===== src/rtl/tcts_ram.sv =====
// ============================================================================
// Generic RAM
// One write port and two read ports with enables; read data is registered
// and holds until the next enabled read. A read at the address being written
// returns the old contents.
// ============================================================================
`default_nettype none

module tcts_ram #(
   parameter int WIDTH = 8,
   parameter int DEPTH = 16
) (
   input  logic                                     clock,
   input  logic                                     wr_en,
   input  logic [((DEPTH > 1) ? $clog2(DEPTH) : 1)-1:0] wr_addr,
   input  logic [WIDTH-1:0]                         wr_data,
   input  logic                                     rd_en_a,
   input  logic [((DEPTH > 1) ? $clog2(DEPTH) : 1)-1:0] rd_addr_a,
   output logic [WIDTH-1:0]                         rd_data_a,
   input  logic                                     rd_en_b,
   input  logic [((DEPTH > 1) ? $clog2(DEPTH) : 1)-1:0] rd_addr_b,
   output logic [WIDTH-1:0]                         rd_data_b
);

   logic [WIDTH-1:0] mem_ff [DEPTH];
   logic [WIDTH-1:0] rd_a_ff;
   logic [WIDTH-1:0] rd_b_ff;

   always_ff @(posedge clock) begin
      if (wr_en) begin
         mem_ff[wr_addr] <= wr_data;
      end
      if (rd_en_a) begin
         rd_a_ff <= mem_ff[rd_addr_a];
      end
      if (rd_en_b) begin
         rd_b_ff <= mem_ff[rd_addr_b];
      end
   end

   assign rd_data_a = rd_a_ff;
   assign rd_data_b = rd_b_ff;

endmodule

`default_nettype wire


===== config.mk =====
export PLATFORM = sky130hd
export DESIGN_NAME = tcts_ram
export DESIGN_NICKNAME = d
export VERILOG_FILES = /design/src/rtl/tcts_ram.sv
export SDC_FILE = /design/constraint.sdc
export NUM_CORES = 1
export LEC_CHECK = 0
export ABC_AREA = 1
export ABC_CLOCK_PERIOD_IN_PS = 1260
export BUFFER_PORTS_ARGS = -buffer_cell sky130_fd_sc_hd__buf_2
export CAP_MARGIN = 20
export CORE_ASPECT_RATIO = 1.75
export CORE_UTILIZATION = 30
export CTS_CLUSTER_DIAMETER = 120
export DETAILED_ROUTE_END_ITERATION = 8
export HOLD_SLACK_MARGIN = 0.08
export SLEW_MARGIN = 20
export SYNTH_ARGS = -nofsm -noshare
export SYNTH_HDL_FRONTEND = slang
export SYNTH_SLANG_ARGS = --single-unit

===== constraint.sdc =====
create_clock -name clock -period 1.26 [get_ports clock]
set_clock_uncertainty 0.2 [all_clocks]
set_input_delay 0 -clock clock [delete_from_list [all_inputs] [get_ports clock]]
set_output_delay 0 -clock clock [all_outputs]
set_load 0.02 [all_outputs]

## After elaboration in Yosys (flattened, before gate mapping)

Memory sizes are Yosys's and may differ from the RTL's. A register that Yosys moved wholly into a read port is not among the register bits.
Cells that the tools add are included.

| storage, ports and cells | value |
|---|---|
| logic and storage cells | 3 |
| memory bits (writable) | 128 |
| register bits | 0 |
| input port bits | 24 |
| output and inout port bits | 16 |
| memories | 1 |

Memory list:

| memory | depth | width | rd ports | clocked after memory_dff | write ports | line | source |
|---|---|---|---|---|---|---|---|
| mem_ff | 16 | 8 | 2 | 2 | 1 | 25 | `logic [WIDTH-1:0] mem_ff [DEPTH];` |

| operators by class | value |
|---|---|
| mux-type cells | 2 |

Operators by type and width:

| cell | count |
|---|---|
| $mux W1 | 2 |

## Depth between registers and ports, before layout

| depth | value |
|---|---|
| word-level depth | 2 |
| depth in mapped cells | 7 |
| depth with buffers taken out | 6 |

## Least setup slack after synthesis

OpenSTA, ideal clock, no wires.

| timing | value |
|---|---|
| kind | reg-to-reg |
| start point | memory mem_ff[5][5] |
| end point | register rd_a_ff[5], in the netlist rd_data_a[5] (read register of mem_ff), data pin |
| cell stages (with the launch flop) | 7 |
| setup time | 0.253 ns |
| setup slack | 0.104 ns |
| arrival time | 0.703 ns |
| path through | edfxtp_1 > inv_1 > nand2_1 > nand3_1 > nand3_1 > nand3_1 > nand2_1 |

RTL lines:

| item | line | source |
|---|---|---|
| start: declaration | 25 |  |
| end: declaration | 26 | `logic [WIDTH-1:0] rd_a_ff;` |

==> results.json <==
{
  "status": "complete, but fails checks",
  "failed_checks": "setup timing",
  "gr-usage-met2_pct": 31.3,
  "die_area_um2": 25400,
  "arrival_ns": 1.36,
  "rows": 75,
  "placed_cell_area_um2": 8240,
  "fmax_mhz": 732,
  "synthMostInstantiatedCell": "nand2_1",
  "cp_max_fo": 2,
  "place_congestion": 0.921,
  "cp_num_buf_inv": 2,
  "synth_ff_type": "edfxtp_1",
  "fin_crit_sh_pct": 108,
  "clk-insertion-delay-late_ns": 0.44,
  "r2r-start": "mem_ff[1][4]",
  "track_usage_pct": 18.4,
  "holdWs_ns": 0.0145,
  "hold_path_depth": 5,
  "viasPerCell": 4.84,
  "ant_nets": 0,
  "dp_hpwl_um": 15300,
  "min_from": "rd_addr_a[2]",
  "wirelength_um": 22300,
  "rsz0062_at_grt": "true",
  "die_y_um": 210,
  "antenna_found_initial": 0,
  "pre_cts_slack_ns": -0.255,
  "crit_chain": "inv_2 > buf_6 > nand2_2 > nand3_2 > nand3_2 > nand3_4 > nand2_2",
  "drtPass1Iterations": 5,
  "cp_slowest_cell": "edfxtp_1",
  "syn_area_um2": 7420,
  "r2r-end": "rd_data_a[4]",
  "use_met3_pct": 3.25,
  "clk_pin_slew_ns": 0.07,
  "fp.coreArea_um2": 24100,
  "cpPeakStageDelay_ns": 0.39,
  "numPortBuffers": 39,
  "critPathTopFamily": "flip-flops",
  "drive_gt1_share_pct": 33.0,
  "syn2layout_area_growth_pct": 30.3,
  "worst_hold_path_type": "in2reg",
  "cts_tree": "built",
  "ys_seq_elements": 144,
  "vias": 6101,
  "globalRouteMet1Util_pct": 20.4,
  "drc": 0,
  "htreeDepth": 4,
  "yosysSeqAreaShare_pct": 58.3,
  "yosysTopAreaCell": "edfxtp_1",
  "syn_avg_cell_area_um2": 8.72,
  "critical_path_class": "reg2reg",
  "period_minus_slack_ns": 1.37,
  "ir_worst_vdd_mv": 0.887,
  "grt_pass1_wl_um": 34200,
  "drv_slew": 0,
  "hold_end": "rd_data_a[6]",
  "grt.busiest_layer": "met2",
  "final-hold-violation-count": 0,
  "regToRegSetupSlack_ns": -0.11,
  "setup_viol": 37,
  "syn_nets": 875,
  "postLayoutCellArea_um2": 9670,
  "async_flop_share_pct": 0,
  "synth_top_area_share_pct": 58.3,
  "synthTopCellsByCount": "nand2_1 (277), nand3_1 (225), edfxtp_1 (144)",
  "ys_warn_count": 0,
  "die_x_um": 121,
  "drv_cap": 0,
  "diodes": 0,
  "cts_root_buffer": "clkbuf_16",
  "clock-sinks": 144,
  "worstMarginPinSlew_ns": 0.524,
  "cp-end-kind": "flip-flop",
  "grt_max_degree": 61,
  "worst_slack_ns": -0.106,
  "drt-wirelength-per-cell_um": 17.7,
  "clockBufferDepth": 2,
  "drt_iter0_markers": 497,
  "leakage_nw": 4.17,
  "synth_edf_count": 144,
  "synth_cell_types": 12,
  "cp-start-kind": "flip-flop",
  "power.density_nw_per_um2": 1240,
  "syn_inst": 851,
  "cp.required_ns": 1.26,
  "start_util_pct": 30.8,
  "synth.area.top_cells": "edfxtp_1 (58%), nand3_1 (15%), nand2_1 (14%)",
  "grt_pass1_vias": 6062,
  "ios": 40,
  "gr-total-overflow": 0,
  "fin_nets": 963,
  "slew_headroom_pct": 65.1,
  "cts_made_buffers": 17,
  "reg2regPathDepth": 7
}
[where the power goes]
group / leakage (nW) / internal, mW / switching (mW)
combinational: 2.58 / 0.529 / 0.969
sequential: 1.31 / 5.42 / 0.0378
clock: 0.280 / 2.93 / 2.06
total: 4.17 / 8.88 / 3.06
[area by class of cell]
| type | count | area, um2 |
|---|---|---|
| inverters | 138 | 518 |
| fillers | 2324 | 14500 |
| well taps | 308 | 385 |
| multi-input cells | 521 | 2810 |
| repair buffers | 117 | 1040 |
| clock buffers | 17 | 425 |
| flip-flops and latches | 144 | 4320 |
| clock inverters | 15 | 163 |
[worst min-delay path: cells and delay by family]
| kind | cells | cell delay [ns] |
|---|---|---|
| buffers and inverters | 2 | 0.34 |
| and+or+nand+nor | 3 | 0.21 |
[stage by stage]
| stage | std cells | power, mW | util (%) | TNS, ns |
|---|---|---|---|---|
| finish | 1260 | 11.9 | 40.1 | -1.17 |
| global route | 1260 | 12.3 | 40.1 | -7.39 |
| CTS | 1258 | 11.9 | 38.2 | -4.56 |
| detailed placement | 1206 | 6.81 | 34.2 | -2.97 |
| global placement | 1206 | 6.80 | 34.2 | -2.84 |
| floorplan | 851 | 6.28 | - | 0 |
[cells in the final DEF, fill, tap and decap left out, types with 17 or more instances in the layout]
| cell | count |
|---|---|
| nand3_1 | 140 |
| clkbuf_16 | 17 |
| inv_2 | 68 |
| edfxtp_1 | 144 |
| inv_1 | 70 |
| nand2_2 | 25 |
| dlygate4sd3_1 | 21 |
| buf_4 | 38 |
| nand3_2 | 80 |
| nand2_1 | 250 |
| buf_2 | 36 |
[metal layers]
| layer | wire length, um | vias up | part of all wire [%] |
|---|---|---|---|
| met2 | 11500 | 261 | 51 |
| met1 | 8330 | 2831 | 37 |
| met5 | 0 | - | 0 |
| met3 | 1270 | 70 | 5.7 |
| li1 | - | 2939 | - |
| met4 | 1240 | 0 | 5.5 |
[flip-flops by register name, indices dropped and copies added (netlist names)]
| signal | flops |
|---|---|
| rd_data_a | 8 |
| rd_data_b | 8 |
| mem_ff | 128 |
[timing repair]
item / in CTS / in global routing
pin swaps: 32 / 47
endpoints found under the setup margin: 18 / 144
resized for setup: 56 / 150
hold buffers: 20 / 5
buffers inserted: 0 / 1
endpoints found under the hold margin: 288 / 60
[logic make-up after synthesis]
group | Yosys count | synth area share [%]
flip-flops | 144 | 58.3
AND/OR/NAND/NOR | 521 | 30.3
buffers and inverters | 186 | 11.5
[worst max path at each step]
stage                 startpoint  cells past startpoint      endpoint
floorplan           mem_ff[5][5]                      6  rd_data_a[5]
global placement    rd_addr_a[0]                      8  rd_data_a[0]
detailed placement  rd_addr_a[0]                      8  rd_data_a[0]
CTS                 mem_ff[1][4]                      7  rd_data_a[4]
global route        mem_ff[4][4]                      7  rd_data_a[4]
finish              mem_ff[1][4]                      7  rd_data_a[4]
Power figures use the tool's default switching activity.
