### src/rtl/tcts_pkg.sv
// ============================================================================
// Tone sequencer package
// Shared sizes, command codes and record types of the two-channel tone
// sequencer: step store and sequence table layouts and per-channel state.
// ============================================================================
`default_nettype none

package tcts_pkg;

   // Step store depth; a power of two so that a step address wraps by masking.
   localparam int STEP_DEPTH  = 256;
   // Number of sounds held in the sequence table.
   localparam int SOUND_COUNT = 8;

   localparam int STEP_AW = $clog2(STEP_DEPTH);
   localparam int SND_AW  = (SOUND_COUNT > 1) ? $clog2(SOUND_COUNT) : 1;
   // Width that holds base plus index before it wraps into the step store.
   localparam int SUM_W   = (STEP_AW > 9) ? STEP_AW : 9;

   localparam logic [2:0] CMD_TICK      = 3'd0;
   localparam logic [2:0] CMD_PLAY      = 3'd1;
   localparam logic [2:0] CMD_STOP      = 3'd2;
   localparam logic [2:0] CMD_LOAD_STEP = 3'd3;
   localparam logic [2:0] CMD_LOAD_SEQ  = 3'd4;

   localparam logic [8:0] MAX_COUNT = 9'd256;

   typedef struct packed {
      logic [7:0] base;
      logic [8:0] count;
      logic       looping;
   } seq_entry_type;

   localparam int SEQ_W = $bits(seq_entry_type);

   localparam seq_entry_type SEQ_RESET = '{base: 8'd0, count: 9'd1, looping: 1'b0};

   typedef struct packed {
      logic [15:0] note;
      logic [15:0] duration;
   } step_entry_type;

   localparam int STEP_W = $bits(step_entry_type);

   typedef struct packed {
      logic [SND_AW-1:0] sound;
      logic [7:0]        index;
      logic [31:0]       deadline;
      logic              playing;
      logic [15:0]       note;
   } chan_state_type;

   // What one channel does with the word in flight.
   typedef struct packed {
      logic       start;   // load a step: note, deadline and index
      logic       stop;    // clear the channel
      logic       play;    // a new sound begins, take the sound number
      logic [7:0] index;   // step index within the sound
   } chan_plan_type;

endpackage

`default_nettype wire

### src/rtl/tcts_chan_plan.sv
// ============================================================================
// Channel step planner
// Decides, for one channel, whether the word in flight starts a step, stops
// the channel or leaves it alone, and forms the step store address.
// ============================================================================
`default_nettype none

module tcts_chan_plan
   import tcts_pkg::*;
(
   input  logic [2:0]         command,
   input  logic               target,
   input  logic               id_ok,
   input  logic [31:0]        time_next,
   input  chan_state_type     state,
   input  seq_entry_type      seq,
   output chan_plan_type      plan,
   output logic [STEP_AW-1:0] step_addr
);

   logic [31:0]    diff;
   logic           due;
   logic [8:0]     next_index;
   logic           at_end;
   logic [SUM_W-1:0] addr_sum;

   assign diff       = time_next - state.deadline;
   assign due        = state.playing && !diff[31];
   assign next_index = {1'b0, state.index} + 9'd1;
   assign at_end     = (next_index >= seq.count);

   always_comb begin
      plan = '0;
      case (command)
         CMD_TICK: begin
            if (due) begin
               if (at_end && !seq.looping) begin
                  plan.stop = 1'b1;
               end else begin
                  plan.start = 1'b1;
                  plan.index = at_end ? 8'd0 : next_index[7:0];
               end
            end
         end
         CMD_PLAY: begin
            if (target && id_ok) begin
               plan.start = 1'b1;
               plan.play  = 1'b1;
            end
         end
         CMD_STOP: begin
            plan.stop = target;
         end
         default: begin
            plan = '0;
         end
      endcase
   end

   // The sum wraps modulo the step store depth by keeping its low bits.
   assign addr_sum  = SUM_W'(seq.base) + SUM_W'(plan.index);
   assign step_addr = addr_sum[STEP_AW-1:0];

endmodule

`default_nettype wire

### config.mk
export PLATFORM = sky130hd
export DESIGN_NAME = tcts_chan_plan
export DESIGN_NICKNAME = d
export VERILOG_FILES = /design/src/rtl/tcts_pkg.sv /design/src/rtl/tcts_chan_plan.sv
export SDC_FILE = /design/constraint.sdc
export NUM_CORES = 1
export LEC_CHECK = 0
export ABC_AREA = 1
export BUFFER_PORTS_ARGS = -buffer_cell sky130_fd_sc_hd__buf_2
export CORE_MARGIN = 2
export CORE_UTILIZATION = 46
export DETAILED_ROUTE_END_ITERATION = 8
export GPL_TIMING_DRIVEN = 0
export MAX_ROUTING_LAYER = met4
export PLACE_DENSITY_LB_ADDON = 0.08
export SYNTH_ARGS = -nofsm -noshare
export SYNTH_HDL_FRONTEND = slang
export SYNTH_SLANG_ARGS = --single-unit
### constraint.sdc
create_clock -name vclk -period 6.1
set_clock_uncertainty 0.2 [all_clocks]
set_input_delay 0.61 -clock vclk [all_inputs]
set_output_delay 0.61 -clock vclk [all_outputs]
set_load 0.03 [all_outputs]
Word-level counts from Yosys, hierarchy flattened. Cells that the tools add are included.

Flip-flop bits (word level): 0. Output and inout port bits: 19. Bits of input ports: 115. Logic and storage cells: 23.

$lt $le $gt $ge: 1. Add/sub/neg operators: 3. Reduce and logical (&&, ||, !) cells: 6. Mux-type cells: 11. Eq/ne operators: 2.

Operators with widths (number): $mux W8 (4); $sub A32 B32 Y32 (1); $add A8 B1 Y9 const B (1); $ge A9 B9 Y1 (1); $add A8 B8 Y8 (1); $mux W1 (4); $pmux W1 S2 (2); $eq A3 B1 Y1 const B (1); $eq A3 B2 Y1 const B (1); $logic_and A1 B1 Y1 (3); $logic_not A3 Y1 (1); $logic_not A1 Y1 (2); $mux W2 (1).

Longest topological paths before layout.
Depth after elaboration: 7. Mapped depth: 27. Gate-level depth less buffers: 27.

Worst setup path after synthesis. OpenSTA, ideal clock, no wires.

Kind: input port to output port. From: in state[49] in the netlist's numbering. To: out step_addr[6]. Arrival: 4.345 ns. Cell stages on the path: 19. Setup slack: 0.945 ns. Data required time: 5.290 ns. Path buffers: 0. Cell sequence: ha_1 -> nand3_1 -> nor2_1 -> xor2_1 -> ha_1 -> nand2_1 -> nor2_1 -> nand3b_1 -> nand4_1 -> nor2_1 -> nor3b_2 -> ha_1 -> inv_1 -> fa_1 -> o21ai_0 -> nand2_1 -> a21oi_1 -> nor2_1 -> xnor2_1.

RTL lines: from (decl) (RTL line tcts_chan_plan.sv:15) `input chan_state_type state,`; to (decl) (RTL line tcts_chan_plan.sv:18) `output logic [STEP_AW-1:0] step_addr`.

Worst setup path after layout.
From: in state[49] in the netlist's numbering. To: out step_addr[6].

Word-level cells in the longest chain between the ends: 7. Elaborated cells on any way between the ends: 8. Those cells by class: add/sub: 2; order compare: 1; mux: 4; reduce/logical: 1.

Ends and longest elaborated chain: $add A8 B1 Y9 * (RTL line tcts_chan_plan.sv:29) `assign next_index = {1'b0, state.index} + 9'd1;`; $ge A9 B9 Y1 (RTL line tcts_chan_plan.sv:30) `assign at_end = (next_index >= seq.count);`; $mux W8 or $logic_and A1 B1 Y1 (tied branches) (RTL line tcts_chan_plan.sv:41, tcts_chan_plan.sv:37); $mux W8 * (RTL line tcts_chan_plan.sv:37) `if (at_end && !seq.looping) begin`; $mux W8 * (RTL line tcts_chan_plan.sv:36) `if (due) begin`; $mux W8 * (RTL line tcts_chan_plan.sv:34) `case (command)`; $add A8 B8 Y8 * (RTL line tcts_chan_plan.sv:61) `assign addr_sum = SUM_W'(seq.base) + SUM_W'(plan.index);`.

Mark *: on every way between the ends. The rest lies on a longest branch, timed or not.

==> flow_metrics.env <==
export IMPL_fillers=367
export IMPL_hold_viol_final=0
export IMPL_pre_cts_ws_ps=896
export IMPL_syn_avg_cell_area_um2=5.88
export IMPL_drv_cap=0
export IMPL_vias=2061
export IMPL_power_internal_uw=63.6
export IMPL_pwr_share_comb=1.000
export IMPL_tightest_slew_ps=365
export IMPL_synth_commonest_cells="82 x inv_1, 77 x nand2_1, 47 x ha_1"
export IMPL_dpl_hpwl_mm=3.67
export IMPL_layout_setup_ws_ps=911
export IMPL_ant_nets=0
export IMPL_start_kind="primary input"
export IMPL_fin_nets=578
export IMPL_cts_resized=0
export IMPL_clock_buffers=0
export IMPL_port_buffers=115
export IMPL_finalSetupViolCount=0
export IMPL_ys_types=24
export IMPL_min_delay_start="state[49]"
export IMPL_synthCells=298
export IMPL_yosysSeqAreaShare=0
export IMPL_p_seq_frac=0
export IMPL_switching_share=0.549
export IMPL_dieArea_um2=4320
export IMPL_cp_top_family="simple AND/OR/NAND/NOR gates"
export IMPL_min_path_type="primary input to primary output"
export IMPL_die_w_um=65.7
export IMPL_clkPwrFrac=0
export IMPL_grt_overflow_total=0
export IMPL_wl_per_cell_um=8.36
export IMPL_holdPathEnd="plan[0]"
export IMPL_grt_pass1_wl_mm=6.60
export IMPL_fin_setup_tns_ps=0
export IMPL_hold_ws_ps=1410
export IMPL_ir_drop_mv=0.0256
export IMPL_yosys_area_top_type_share=0.336
export IMPL_multi_input_area_um2=1440
export IMPL_required_ps=5290
export IMPL_power_leakage_nw=1.67
export IMPL_fp_row_count=22
export IMPL_max_freq_mhz=193
export IMPL_synth_nets=461
export IMPL_critPathKind="primary input to primary output"
export IMPL_grt_max_degree=8
export IMPL_drt_pass1_iter_count=2
export IMPL_yosysTopAreaCell="ha_1"
export IMPL_antenna_found_initial=0
export IMPL_drt_iter0_drc=42
export IMPL_maxSlewViolCount=0
export IMPL_ff_latch_area_um2=0
export IMPL_area_growth_pct=36.3
export IMPL_relSlewSlack=0.756
export IMPL_start_util=0.478
export IMPL_postCtsHoldBufs=0
export IMPL_dpl_cell_area_um2=2390
export IMPL_core_um2=3660
export IMPL_worst_path_max_delay_cell="fa_1"
export IMPL_yosysMostFrequentCell="inv_1"
export IMPL_rsz0062_at_grt="false"
export IMPL_ys_top_cells_by_area="ha_1 34%, inv_1 18%, nand2_1 16%, nor2_1 4.9%, a21oi_1 4.9%"
export IMPL_gp_congestion=0.823
export IMPL_crit_arrival_ps=4380
export IMPL_cp_slowest_stage_delay_ps=390
export IMPL_fp_dieH_um=65.7
export IMPL_routed_via_density=4.47
export IMPL_outcome="completed"
export IMPL_worst_path_max_fanout=7
export IMPL_power_switching_uw=77.6
export IMPL_cp_cell_sequence="buf_2 -> ha_1 -> nand3_1 -> nor2_1 -> xor2_1 -> ha_1 -> nand2_1 -> a21oi_1 -> nor2_1 -> nand4_1 -> nor2_1 -> nor3b_2 -> ha_1 -> inv_1 -> fa_1 -> o21ai_0 -> nand2_1 -> a21oi_1 -> nor2_1 -> xnor2_1 -> buf_2"
export IMPL_powerDensity_nw_per_um2=59.1
export IMPL_antennaDiodeCount=0
export IMPL_wl_mm=3.86
export IMPL_grtUsageTotal=0.184
export IMPL_final_area_um2=2390
export IMPL_critPathBufInv=3
export IMPL_utilization=0.652
export IMPL_period_minus_slack_ps=5190
export IMPL_grt_pass1_vias=1779
export IMPL_ys_warn_count=0
export IMPL_crit_top_cell="nor2_1"
export IMPL_drc=0
export IMPL_post_cts_buffers=0
export IMPL_flops_and_latches=0
export IMPL_syn_cell_area_um2=1750
export IMPL_drive_gt1_frac=0.315
export IMPL_hold_depth=3
export IMPL_ios=134
export IMPL_end_kind="primary output"
export IMPL_fin_crit_sh=0.851
-- layout make-up --
cell class / instances / area share
multi-input cells: 216 / 0.605
well taps: 48 / 0.0252
repair buffers: 115 / 0.241
inverters: 82 / 0.129
-- metrics by stage --
step	total power [mW]	instances
6_report	0.141	461
5_1_grt	0.166	461
4_1_cts	0.143	461
3_5_place_dp	0.143	461
3_3_place_gp	0.140	461
2_1_floorplan	0.0903	298
-- worst max path at each step --
| stage | cells past startpoint | endpoint | slack, ps | from |
|---|---|---|---|---|
| after floorplan | 19 | step_addr[6] | 950 | state[49] |
| after global placement | 21 | step_addr[6] | 960 | state[49] |
| after detailed placement | 21 | step_addr[6] | 900 | state[49] |
| after CTS | 21 | step_addr[6] | 890 | state[49] |
| after global routing | 21 | step_addr[6] | 460 | state[49] |
| final | 21 | step_addr[6] | 910 | state[49] |
-- layout by cell type (no fill, tap or decap), drive strengths merged --
master / count
inv: 82
nor3b: 1
o21ai: 4
a21o: 3
xor2: 8
a21oi: 18
nand2: 83
nand4: 9
buf: 115
or2: 1
nor3: 1
or3b: 1
nand3b: 2
nand3: 7
ha: 47
o21a: 1
nor2: 26
fa: 1
xnor2: 3
-- power groups by stage --
stage | combinational (mW) | clock [mW] | sequential (mW)
2_1_floorplan | 0.0903 | 0 | 0
3_3_place_gp | 0.140 | 0 | 0
3_5_place_dp | 0.143 | 0 | 0
4_1_cts | 0.143 | 0 | 0
5_1_grt | 0.166 | 0 | 0
6_report | 0.141 | 0 | 0
-- routing by layer --
metal,routed length (µm),GRT usage,up-vias
met4,17,0.00781,0
met2,1820,0.333,60
met5,0,-,-
met1,1740,0.230,847
li1,-,-,1152
met3,275,0.0205,2
-- logic make-up (layout without fill, tap and decap cells) --
family | count (synthesis) | in the layout | share of synthesized area
compound gates | 26 | 26 | 0.0821
xor+xnor | 11 | 11 | 0.0550
fa+ha+maj | 48 | 48 | 0.347
buf+inv | 82 | 197 | 0.176
simple gates | 131 | 131 | 0.340
Note: power is estimated with default switching activity, not from simulation.
